File: src/rtl/cma_pkg.sv
`default_nettype none
package cma_pkg;

   localparam int MAX_BLOCKS_DEF = 16;
   localparam int ADDR_BITS_DEF  = 16;
   localparam int OWNER_BITS_DEF = 8;

   localparam logic [15:0] TOTAL_RESET = 16'hFFFF;

   localparam logic [1:0] OP_REQUEST = 2'd0;
   localparam logic [1:0] OP_RELEASE = 2'd1;
   localparam logic [1:0] OP_COMPACT = 2'd2;
   localparam logic [1:0] OP_STATUS  = 2'd3;

   // 'F', 'B', 'W'
   localparam logic [1:0] FIT_FIRST = 2'd0;
   localparam logic [1:0] FIT_BEST  = 2'd1;
   localparam logic [1:0] FIT_WORST = 2'd2;

   localparam logic [2:0] RC_OK      = 3'd0;
   localparam logic [2:0] RC_NOMEM   = 3'd1;
   localparam logic [2:0] RC_NOOWNER = 3'd2;
   localparam logic [2:0] RC_FULL    = 3'd3;
   localparam logic [2:0] RC_BADFIT  = 3'd4;

endpackage
`default_nettype wire

File: src/rtl/cma_mem.sv
`default_nettype none
module cma_mem #(
   parameter int DEPTH = cma_pkg::MAX_BLOCKS_DEF,
   parameter int WIDTH = 2 * cma_pkg::ADDR_BITS_DEF + cma_pkg::OWNER_BITS_DEF
) (
   input  wire logic                     clock,
   input  wire logic                     wr_en,
   input  wire logic [$clog2(DEPTH)-1:0] wr_addr,
   input  wire logic [WIDTH-1:0]         wr_data,
   input  wire logic [$clog2(DEPTH)-1:0] rd_addr,
   output logic      [WIDTH-1:0]         rd_data
);

   logic [WIDTH-1:0] mem_ff [DEPTH];

   always_ff @(posedge clock) begin
      if (wr_en) begin
         mem_ff[wr_addr] <= wr_data;
      end
      rd_data <= mem_ff[rd_addr];
   end

endmodule
`default_nettype wire

File: src/rtl/contiguous_memory_allocator.sv
// Channel | Direction | Handshake             | Payload
// req     | in        | req_valid / req_ready | operation, owner_id, request_size, fit_strategy
// rsp     | out       | rsp_valid / rsp_ready | result_code, block_start, block_size,
//         |           |                       | block_owner, last
// csr     | in        | csr_wr_en             | csr_wr_data (total_size)
//
// One word at a time; the block table sits in a one-read one-write memory and every
// step of an operation reads a table entry, then uses it.
// A request scans the table, then shifts entries up to split a hole; a release finds the
// owner, then merges free neighbours; compact packs in one pass; status waits on stalls.
// After reset or a csr write, the INIT state rebuilds the single hole before req_ready rises.
// The result register lets the next word in while a result waits on rsp_ready.
`default_nettype none
module contiguous_memory_allocator #(
   parameter int MAX_BLOCKS = cma_pkg::MAX_BLOCKS_DEF,
   parameter int ADDR_BITS  = cma_pkg::ADDR_BITS_DEF,
   parameter int OWNER_BITS = cma_pkg::OWNER_BITS_DEF
) (
   input  wire logic        clock,
   input  wire logic        reset,
   input  wire logic        csr_wr_en,
   input  wire logic [15:0] csr_wr_data,
   input  wire logic        req_valid,
   output logic             req_ready,
   input  wire logic [1:0]  req_operation,
   input  wire logic [7:0]  req_owner_id,
   input  wire logic [15:0] req_request_size,
   input  wire logic [1:0]  req_fit_strategy,
   output logic             rsp_valid,
   input  wire logic        rsp_ready,
   output logic [2:0]       rsp_result_code,
   output logic [15:0]      rsp_block_start,
   output logic [15:0]      rsp_block_size,
   output logic [7:0]       rsp_block_owner,
   output logic             rsp_last
);

   localparam int IDX_W = $clog2(MAX_BLOCKS);
   localparam int CNT_W = $clog2(MAX_BLOCKS + 1);
   localparam int EW    = 2 * ADDR_BITS + OWNER_BITS;
   localparam int ACC_W = ADDR_BITS + CNT_W;
   localparam logic [CNT_W-1:0] CNT_MAX = CNT_W'(MAX_BLOCKS);
   localparam logic [CNT_W-1:0] CNT_ONE = CNT_W'(1);

   localparam logic [4:0] S_IDLE   = 5'd0;
   localparam logic [4:0] S_INIT   = 5'd1;
   localparam logic [4:0] S_RQ_RD  = 5'd2;
   localparam logic [4:0] S_RQ_EV  = 5'd3;
   localparam logic [4:0] S_RQ_DEC = 5'd4;
   localparam logic [4:0] S_SH_RD  = 5'd5;
   localparam logic [4:0] S_SH_WR  = 5'd6;
   localparam logic [4:0] S_SPL_A  = 5'd7;
   localparam logic [4:0] S_SPL_B  = 5'd8;
   localparam logic [4:0] S_FD_RD  = 5'd9;
   localparam logic [4:0] S_FD_EV  = 5'd10;
   localparam logic [4:0] S_MG_RD  = 5'd11;
   localparam logic [4:0] S_MG_EV  = 5'd12;
   localparam logic [4:0] S_MG_END = 5'd13;
   localparam logic [4:0] S_CP_RD  = 5'd14;
   localparam logic [4:0] S_CP_EV  = 5'd15;
   localparam logic [4:0] S_CP_END = 5'd16;
   localparam logic [4:0] S_ST_RD  = 5'd17;
   localparam logic [4:0] S_ST_EV  = 5'd18;
   localparam logic [4:0] S_RESP   = 5'd19;

   logic [4:0]            state_ff, state_in;
   logic [15:0]           total_ff;
   logic [1:0]            op_ff, op_in;
   logic [OWNER_BITS-1:0] own_ff, own_in;
   logic [ADDR_BITS-1:0]  size_ff, size_in;
   logic [1:0]            fit_ff, fit_in;
   logic [CNT_W-1:0]      cnt_ff, cnt_in, idx_ff, idx_in, wr_ff, wr_in;
   logic                  found_ff, found_in;
   logic [IDX_W-1:0]      pick_ff, pick_in;
   logic [ADDR_BITS-1:0]  pstart_ff, pstart_in, psize_ff, psize_in;
   logic [ACC_W-1:0]      acc_ff, acc_in;
   logic [EW-1:0]         prev_ff, prev_in;
   logic [2:0]            code_ff, code_in;

   logic                  rv_ff, rv_in, rlast_ff, rlast_in;
   logic [2:0]            rcode_ff, rcode_in;
   logic [15:0]           rstart_ff, rstart_in, rsize_ff, rsize_in;
   logic [7:0]            rown_ff, rown_in;

   logic                  mem_we;
   logic [IDX_W-1:0]      mem_wa, mem_ra;
   logic [EW-1:0]         mem_wd, mem_rd;

   logic [OWNER_BITS-1:0] e_own, m_own;
   logic [ADDR_BITS-1:0]  e_size, e_start, total_a;
   logic                  is_last, out_free, fits;
   logic [ACC_W-1:0]      total_x;

   cma_mem #(.DEPTH(MAX_BLOCKS), .WIDTH(EW)) u_mem (
      .clock   (clock),
      .wr_en   (mem_we),
      .wr_addr (mem_wa),
      .wr_data (mem_wd),
      .rd_addr (mem_ra),
      .rd_data (mem_rd)
   );

   assign e_own    = mem_rd[OWNER_BITS-1:0];
   assign e_size   = mem_rd[OWNER_BITS +: ADDR_BITS];
   assign e_start  = mem_rd[OWNER_BITS+ADDR_BITS +: ADDR_BITS];
   assign m_own    = (e_own == own_ff) ? '0 : e_own;
   assign is_last  = (idx_ff == cnt_ff - CNT_ONE);
   assign out_free = !rv_ff || rsp_ready;
   assign total_a  = ADDR_BITS'(total_ff);
   assign total_x  = ACC_W'(total_a);
   assign fits     = (e_own == '0) && (e_size >= size_ff);

   assign req_ready       = (state_ff == S_IDLE);
   assign rsp_valid       = rv_ff;
   assign rsp_result_code = rcode_ff;
   assign rsp_block_start = rstart_ff;
   assign rsp_block_size  = rsize_ff;
   assign rsp_block_owner = rown_ff;
   assign rsp_last        = rlast_ff;

   always_comb begin
      state_in  = state_ff;
      op_in     = op_ff;
      own_in    = own_ff;
      size_in   = size_ff;
      fit_in    = fit_ff;
      cnt_in    = cnt_ff;
      idx_in    = idx_ff;
      wr_in     = wr_ff;
      found_in  = found_ff;
      pick_in   = pick_ff;
      pstart_in = pstart_ff;
      psize_in  = psize_ff;
      acc_in    = acc_ff;
      prev_in   = prev_ff;
      code_in   = code_ff;
      rv_in     = rv_ff && !rsp_ready;
      rcode_in  = rcode_ff;
      rstart_in = rstart_ff;
      rsize_in  = rsize_ff;
      rown_in   = rown_ff;
      rlast_in  = rlast_ff;
      mem_we    = 1'b0;
      mem_wa    = wr_ff[IDX_W-1:0];
      mem_wd    = prev_ff;
      mem_ra    = idx_ff[IDX_W-1:0];

      case (state_ff)
         S_IDLE: begin
            if (req_valid) begin
               op_in    = req_operation;
               own_in   = OWNER_BITS'(req_owner_id);
               size_in  = ADDR_BITS'(req_request_size);
               fit_in   = req_fit_strategy;
               idx_in   = '0;
               wr_in    = '0;
               found_in = 1'b0;
               acc_in   = '0;
               code_in  = cma_pkg::RC_OK;
               case (req_operation)
                  cma_pkg::OP_REQUEST: begin
                     if (req_fit_strategy > cma_pkg::FIT_WORST) begin
                        code_in  = cma_pkg::RC_BADFIT;
                        state_in = S_RESP;
                     end else if (OWNER_BITS'(req_owner_id) == '0) begin
                        code_in  = cma_pkg::RC_NOOWNER;
                        state_in = S_RESP;
                     end else if (ADDR_BITS'(req_request_size) == '0) begin
                        code_in  = cma_pkg::RC_NOMEM;
                        state_in = S_RESP;
                     end else begin
                        state_in = S_RQ_RD;
                     end
                  end
                  cma_pkg::OP_RELEASE: begin
                     if (OWNER_BITS'(req_owner_id) == '0) begin
                        code_in  = cma_pkg::RC_NOOWNER;
                        state_in = S_RESP;
                     end else begin
                        state_in = S_FD_RD;
                     end
                  end
                  cma_pkg::OP_COMPACT: state_in = S_CP_RD;
                  default:             state_in = S_ST_RD;
               endcase
            end
         end
         S_INIT: begin
            mem_we   = 1'b1;
            mem_wa   = '0;
            mem_wd   = {{ADDR_BITS{1'b0}}, total_a, {OWNER_BITS{1'b0}}};
            cnt_in   = CNT_ONE;
            state_in = S_IDLE;
         end
         S_RQ_RD: state_in = S_RQ_EV;
         S_RQ_EV: begin
            if (fits && (!found_ff
                  || (fit_ff == cma_pkg::FIT_BEST && e_size < psize_ff)
                  || (fit_ff == cma_pkg::FIT_WORST && e_size > psize_ff))) begin
               found_in  = 1'b1;
               pick_in   = idx_ff[IDX_W-1:0];
               pstart_in = e_start;
               psize_in  = e_size;
            end
            idx_in   = idx_ff + CNT_ONE;
            state_in = is_last ? S_RQ_DEC : S_RQ_RD;
         end
         S_RQ_DEC: begin
            if (!found_ff) begin
               code_in  = cma_pkg::RC_NOMEM;
               state_in = S_RESP;
            end else if (psize_ff > size_ff && cnt_ff == CNT_MAX) begin
               code_in  = cma_pkg::RC_FULL;
               state_in = S_RESP;
            end else if (psize_ff > size_ff) begin
               idx_in   = cnt_ff;
               state_in = S_SH_RD;
            end else begin
               state_in = S_SPL_B;
            end
         end
         S_SH_RD: begin
            mem_ra = IDX_W'(idx_ff - CNT_ONE);
            if (idx_ff > CNT_W'(pick_ff) + CNT_ONE) begin
               state_in = S_SH_WR;
            end else begin
               state_in = S_SPL_A;
            end
         end
         S_SH_WR: begin
            mem_we   = 1'b1;
            mem_wa   = idx_ff[IDX_W-1:0];
            mem_wd   = mem_rd;
            idx_in   = idx_ff - CNT_ONE;
            state_in = S_SH_RD;
         end
         S_SPL_A: begin
            mem_we   = 1'b1;
            mem_wa   = pick_ff + IDX_W'(1);
            mem_wd   = {pstart_ff + size_ff, psize_ff - size_ff, {OWNER_BITS{1'b0}}};
            cnt_in   = cnt_ff + CNT_ONE;
            state_in = S_SPL_B;
         end
         S_SPL_B: begin
            mem_we   = 1'b1;
            mem_wa   = pick_ff;
            mem_wd   = {pstart_ff, size_ff, own_ff};
            state_in = S_RESP;
         end
         S_FD_RD: state_in = S_FD_EV;
         S_FD_EV: begin
            if (e_own == own_ff) begin
               found_in = 1'b1;
            end
            idx_in = idx_ff + CNT_ONE;
            if (!is_last) begin
               state_in = S_FD_RD;
            end else if (found_ff || e_own == own_ff) begin
               idx_in   = '0;
               state_in = S_MG_RD;
            end else begin
               code_in  = cma_pkg::RC_NOOWNER;
               state_in = S_RESP;
            end
         end
         S_MG_RD: state_in = S_MG_EV;
         S_MG_EV: begin
            if (idx_ff == '0) begin
               prev_in = {e_start, e_size, m_own};
            end else if (prev_ff[OWNER_BITS-1:0] == '0 && m_own == '0) begin
               prev_in[OWNER_BITS +: ADDR_BITS] = prev_ff[OWNER_BITS +: ADDR_BITS] + e_size;
            end else begin
               mem_we  = 1'b1;
               wr_in   = wr_ff + CNT_ONE;
               prev_in = {e_start, e_size, m_own};
            end
            idx_in   = idx_ff + CNT_ONE;
            state_in = is_last ? S_MG_END : S_MG_RD;
         end
         S_MG_END: begin
            mem_we   = 1'b1;
            cnt_in   = wr_ff + CNT_ONE;
            state_in = S_RESP;
         end
         S_CP_RD: state_in = S_CP_EV;
         S_CP_EV: begin
            if (e_own != '0) begin
               mem_we = 1'b1;
               mem_wd = {acc_ff[ADDR_BITS-1:0], e_size, e_own};
               acc_in = acc_ff + ACC_W'(e_size);
               wr_in  = wr_ff + CNT_ONE;
            end
            idx_in   = idx_ff + CNT_ONE;
            state_in = is_last ? S_CP_END : S_CP_RD;
         end
         S_CP_END: begin
            cnt_in = wr_ff;
            if ((acc_ff < total_x || wr_ff == '0) && wr_ff < CNT_MAX) begin
               mem_we = 1'b1;
               mem_wd = {acc_ff[ADDR_BITS-1:0],
                         (acc_ff < total_x) ? ADDR_BITS'(total_x - acc_ff) : '0,
                         {OWNER_BITS{1'b0}}};
               cnt_in = wr_ff + CNT_ONE;
            end
            state_in = S_RESP;
         end
         S_ST_RD: state_in = S_ST_EV;
         S_ST_EV: begin
            if (out_free) begin
               rv_in     = 1'b1;
               rcode_in  = cma_pkg::RC_OK;
               rstart_in = 16'(e_start);
               rsize_in  = 16'(e_size);
               rown_in   = 8'(e_own);
               rlast_in  = is_last;
               idx_in    = idx_ff + CNT_ONE;
               state_in  = is_last ? S_IDLE : S_ST_RD;
            end
         end
         S_RESP: begin
            if (out_free) begin
               rv_in    = 1'b1;
               rcode_in = code_ff;
               rlast_in = 1'b1;
               if (op_ff == cma_pkg::OP_REQUEST && code_ff == cma_pkg::RC_OK) begin
                  rstart_in = 16'(pstart_ff);
                  rsize_in  = 16'(size_ff);
                  rown_in   = 8'(own_ff);
               end else begin
                  rstart_in = '0;
                  rsize_in  = '0;
                  rown_in   = '0;
               end
               state_in = S_IDLE;
            end
         end
         default: state_in = S_IDLE;
      endcase

      if (csr_wr_en) begin
         state_in = S_INIT;
      end
   end

   always_ff @(posedge clock) begin
      if (reset) begin
         state_ff <= S_INIT;
         total_ff <= cma_pkg::TOTAL_RESET;
         cnt_ff   <= CNT_ONE;
         rv_ff    <= 1'b0;
      end else begin
         state_ff <= state_in;
         cnt_ff   <= cnt_in;
         rv_ff    <= rv_in;
         if (csr_wr_en) begin
            total_ff <= csr_wr_data;
         end
      end
      op_ff     <= op_in;
      own_ff    <= own_in;
      size_ff   <= size_in;
      fit_ff    <= fit_in;
      idx_ff    <= idx_in;
      wr_ff     <= wr_in;
      found_ff  <= found_in;
      pick_ff   <= pick_in;
      pstart_ff <= pstart_in;
      psize_ff  <= psize_in;
      acc_ff    <= acc_in;
      prev_ff   <= prev_in;
      code_ff   <= code_in;
      rcode_ff  <= rcode_in;
      rstart_ff <= rstart_in;
      rsize_ff  <= rsize_in;
      rown_ff   <= rown_in;
      rlast_ff  <= rlast_in;
   end

endmodule
`default_nettype wire

File: config.mk
export PLATFORM = sky130hd
export DESIGN_NAME = contiguous_memory_allocator
export DESIGN_NICKNAME = d
export VERILOG_FILES = /design/src/rtl/cma_pkg.sv /design/src/rtl/cma_mem.sv /design/src/rtl/contiguous_memory_allocator.sv
export SDC_FILE = /design/constraint.sdc
export NUM_CORES = 1
export LEC_CHECK = 0
export ABC_AREA = 0
export BUFFER_PORTS_ARGS = -buffer_cell sky130_fd_sc_hd__buf_2
export CAP_MARGIN = 20
export CORE_ASPECT_RATIO = 0.9
export CORE_MARGIN = 5
export CORE_UTILIZATION = 45
export CTS_BUF_LIST = sky130_fd_sc_hd__clkbuf_8
export DETAILED_ROUTE_END_ITERATION = 7
export SYNTH_ARGS = -nofsm -noshare
export SYNTH_HDL_FRONTEND = slang
export SYNTH_SLANG_ARGS = --single-unit
File: constraint.sdc
create_clock -name clock -period 4.6 [get_ports clock]
set_clock_uncertainty 0.2 [all_clocks]
set_input_delay 0.46 -clock clock [delete_from_list [all_inputs] [get_ports clock]]
set_output_delay 0.46 -clock clock [all_outputs]
set_load 0.03 [all_outputs]
== Word level (Yosys, flattened, before mapping) ==
Memory sizes are Yosys's and may differ from the RTL's. A register that Yosys moved wholly into a read port is not among the register bits.
Index checks and enable logic that the tools add are counted.
Word-level totals
  RAM bits: 640
  output and inout port bits: 46
  memories: 1
  flip-flop bits (word level): 210
Memories
  u_mem.mem_ff: words 16, width 40, rd ports 1, clocked after memory_dff 1, write ports 1, line cma_mem.sv:14  | logic [WIDTH-1:0] mem_ff [DEPTH];
Cells by class
  reductions and logical operators: 51
  mux-type cells: 89
  $add $sub $neg: 12
  equality and inequality tests: 41
  magnitude comparators: 8
Operators by type and width (number)
  $pmux 40 s6: 1
  $mux 16: 9
  $mux 40: 3
  $mux 5: 24
  $pmux 5 s17: 1
  $pmux 16 s2: 2
  $mux 21: 2
  $pmux 21 s2: 1
  $eq 5x4->1 const B: 8
  $mux 8: 5
  $add 16x16->16: 2
  $gt 16x16->1: 2
  $logic_not 8->1: 4
  $sub 16x16->16: 2
  $mux 3: 10
  $pmux 5 s3: 2
  $pmux 5 s6: 1
  $ne 2x2->1 const B: 14
  $eq 5x5->1 const B: 5
  $add 21x16->21: 1
  $lt 21x16->1: 1
  $eq 5x3->1 const B: 4
  $pmux 5 s4: 1
  $ge 16x16->1: 1
  other kinds (45): 95

== Logic depth before layout (Yosys ltp) ==
  depth in word-level cells: 9
  mapped depth: 12

== Cells and area by module ==
From an unflattened synthesis, not the netlist that was laid out.
Second synthesis, totals
  cells, all modules: 2549
  area, all modules: 39989.6 um2
By module, submodules not included
  cma_mem: seq. area each 20019.2 um2, cells an instance 1040, area each 25131.6 um2, instances 1
  contiguous_memory_allocator: seq. area each 6035.8 um2, cells an instance 1509, area each 14858.0 um2, instances 1

== Worst setup path before layout ==
No wires, ideal clock.
  path kind: reg-to-reg
  start point: register acc_ff[11]
  end point: memory u_mem.mem_ff[7][0] (netlist name), enable pin
  setup slack: -0.252 ns
  buffers on the path: 2
  stages on the path, launching flop included: 13
  arrival: 4.215 ns
  cells stage by stage: edfxtp_1 inv_1 ha_1 clkbuf_1 a21oi_1 nand3_1 o21ai_1 a31oi_1 a2111oi_0 a21o_1 clkbuf_1 o211ai_1 nor2_1
Between the ends
  word-level cells in the longest chain between the ends: 7
RTL lines
  from (decl): line contiguous_memory_allocator.sv:76  | logic [ACC_W-1:0] acc_ff, acc_in;
  from (signal assigned): line contiguous_memory_allocator.sv:369  | acc_ff <= acc_in;
  $lt 21x16->1: line contiguous_memory_allocator.sv:298  | if ((acc_ff < total_x || wr_ff == '0) && wr_ff < CNT_MAX) begin
  $logic_or 1x1->1: line contiguous_memory_allocator.sv:298
  $logic_and 1x1->1: line contiguous_memory_allocator.sv:298
  $mux 1: line contiguous_memory_allocator.sv:298
  $pmux 1 s4: line contiguous_memory_allocator.sv:148  | case (state_ff)
  $mux 1: line cma_mem.sv:17  | if (wr_en) begin
  $mux 1 (not written as such): line cma_mem.sv:18  | mem_ff[wr_addr] <= wr_data;
  to (decl): line cma_mem.sv:14
No other way between the ends.

== Final worst setup path ==
  start point: register acc_ff[10]
  end point: memory u_mem.mem_ff[1][37] (netlist name), enable pin
The elaborated chain is that of the path after synthesis.

==> flow_summary.ini <==
[synth]
ys_top_cells_by_area = edfxtp_1, mux4_2, ha_1, dfxtp_1, nand2_1
synth_top_cell_area_share = 0.6210
synth_edf_count = 823
synth_ff_type = edfxtp_1
async_flop_share = 0
syn_area_um2 = 39800
synth.avg_cell_area_um2 = 15.88
syn_nets = 2699
synth.distinct_cells = 71
synth_most_common_cell = edfxtp_1
ys_seq_area_frac = 0.6547
synth_top_cell_by_area = edfxtp_1
yosysWarnings = 0
yosys-top-cells-count = edfxtp_1, mux4_2, nand2_1
synth-seq-cells = 890
syn_inst = 2506

[critical_path]
cp_max_fo = 21
critPathBufInv = 2
cpLargestDelayFamily = compound AO/OA/AOI/OAI gates
rrSetupSlack_ns = 0.39
r2r_end = u_mem.mem_ff[1][37]$_DFFE_PP_
end_kind = register
r2r-start = acc_ff[10]$_SDFFCE_PN0P_
path_class = register to register
path_cells = inv_1 -> ha_1 -> nand4_1 -> nor2_1 -> o311ai_1 -> a31oi_1 -> a2111oi_0 -> a21o_1 -> o211ai_1 -> nor2_4 -> buf_4
critPathArrivalTime_ns = 4.47
crit_path_top_delay_cell = a2111oi_0
r2r_cells = 11
critical-path-max-stage-delay_ns = 0.73
cp.required_ns = 4.85
start_kind = register

[timing]
hold_violations = 0
clock.fmax_mhz = 237.3
worst_slew_pin_slew_ns = 1.088
setup_viol = 0
relSlewSlack = 0.2633
min_period_ns = 4.213
rsz0062_at_grt = no
fin_crit_sh = 0.9159
drv_slew = 0

[detailed_routing]
drt-initial-drc-count = 2948
vias = 24730
routed_via_density = 6.051
antenna_left = 0
totalWireLength_um = 113700
wire_per_inst_um = 27.82
drtPass1Iterations = 7
drc = 0

[floorplan]
start_util = 0.4535
die_h_um = 292.1
dieArea_um2 = 94500
die_w_um = 323.5
num_io_pins = 95
num_rows = 103
core_area_um2 = 87760

[hold_path]
hp-start = csr_wr_en
hold_end = total_a[4]$_SDFFE_PP1P_
hold_depth = 2
min_path_type = primary input to register

[placement]
dpl.hpwl_um = 76650
placedCellCount = 3768
gp_congestion = 0.9521
port_buffers = 94
dpl_cell_area_um2 = 42580

[grt]
grt_usage = 0.2395
overflow = 0
grt_max_degree = 73
grt_pass1_wl_um = 165600
grt_pass1_vias = 24470
antenna_found_initial = 8

[cts]
htree_levels = 4
clock_sinks = 890
clk_latency_ns = 0.82
cts_setup_buffers = 0
cts_tree = yes
clk_path_buf_depth = 3
clk_pin_slew_ns = 0.06
cts_buffers = 145
cts_root_buffer = clkbuf_8

[finish]
drive_above_1_share = 0.2187
stdcell_count = 4086
fin_nets = 3002
final_cell_area_um2 = 45790
area_growth_pct = 15.05
final.fill_count = 7140

[power_and_ir_drop]
power_density_nw_per_um2 = 368.9
leakagePower_nw = 16.31
vdd.ir_drop.worst_uv = 245.9

[run_status]
outcome = finished, final reports clean

[run]
timing.max_cap.violations = 0
metal layers:
metal / routed length (µm) / part of all wire / track usage / vias to the layer above
met5: 13 / 0.00011 / 0 / -
met4: 3205 / 0.028 / 0.07635 / 2
met3: 10350 / 0.091 / 0.04955 / 186
met2: 50680 / 0.45 / 0.3566 / 1163
met1: 49440 / 0.43 / 0.3568 / 12690
li1: - / - / - / 10690
area by class of cell:
| type | count | area [µm²] | area share |
|---|---|---|---|
| sequential | 890 | 26060 | 0.5690 |
| multi-input combinational | 1397 | 13040 | 0.2847 |
| clock buffer | 153 | 2106 | 0.04599 |
| timing repair buffer | 259 | 2090 | 0.04563 |
| tap | 1155 | 1445 | 0.03156 |
| clock inverter | 111 | 608.1 | 0.01328 |
| inverter | 116 | 435.4 | 0.009509 |
| antenna | 5 | 12.51 | 0.0002733 |
registers in the layout, summed over array words and instances, names as in the netlist, 8 cells and up:
name,cells
total_a,16
psize_ff,16
prev_ff,40
acc_ff,21
u_mem.rd_data,40
own_ff,8
rsp_block_start,16
rsp_block_owner,8
u_mem.mem_ff,640
pstart_ff,16
size_ff,16
rsp_block_size,16
how the worst max path moves through the flow:
stage	cells past startpoint	to	slack, ns	startpoint
final	11	u_mem.mem_ff[1][37]$_DFFE_PP_	0.39	acc_ff[10]$_SDFFCE_PN0P_
after global routing	11	u_mem.mem_ff[4][21]$_DFFE_PP_	0.09	acc_ff[10]$_SDFFCE_PN0P_
after CTS	11	u_mem.mem_ff[4][21]$_DFFE_PP_	0.38	acc_ff[10]$_SDFFCE_PN0P_
after detailed placement	11	u_mem.mem_ff[1][4]$_DFFE_PP_	0.41	acc_ff[2]$_SDFFCE_PN0P_
after global placement	11	u_mem.mem_ff[4][19]$_DFFE_PP_	0.47	acc_ff[10]$_SDFFCE_PN0P_
after floorplan	12	u_mem.mem_ff[7][0]$_DFFE_PP_	-0.25	acc_ff[11]$_SDFFCE_PN0P_
per-stage QoR:
step / setup slack [ns] / power, mW / util / setup TNS (ns) / hold WS [ns]
global route: 0.09408 / 17.56 / 0.5216 / 0 / 0.1052
global placement: 0.4686 / 10.53 / 0.4851 / 0 / 0.2831
CTS: 0.3802 / 17.04 / 0.5214 / 0 / 0.03492
finish: 0.3867 / 16.89 / 0.5217 / 0 / 0.1114
detailed placement: 0.4122 / 10.55 / 0.4851 / 0 / 0.2840
floorplan: -0.2522 / 10.01 / - / -154.69 / 0.2468
kinds of logic after synthesis:
family	synth area share
flops	0.6547
simple gates	0.05973
compound gates	0.08139
buf+inv	0.02301
mux	0.1146
fa+ha+maj	0.04621
xor+xnor	0.02043
cell usage in the layout (no fill, tap or decap), types with 54 or more instances in the layout:
cell type,instances
mux4_2,200
nor2_1,117
inv_1,175
buf_2,94
xnor2_1,54
dfxtp_1,67
o21ai_0,83
clkbuf_8,153
a21oi_1,69
ha_1,139
edfxtp_1,823
nand2_1,149
buf_4,97
power breakdown:
part           leakage (nW)  switching, mW  internal, mW
clock                  1.61           3.21          3.24
sequential             8.08          0.114          9.01
combinational          6.61          0.795         0.517
repair_timing:
item,CTS,global route
resized for setup,0,0
endpoints found under the hold margin,58,0
hold buffers,47,0
Power figures use the tool's default switching activity.
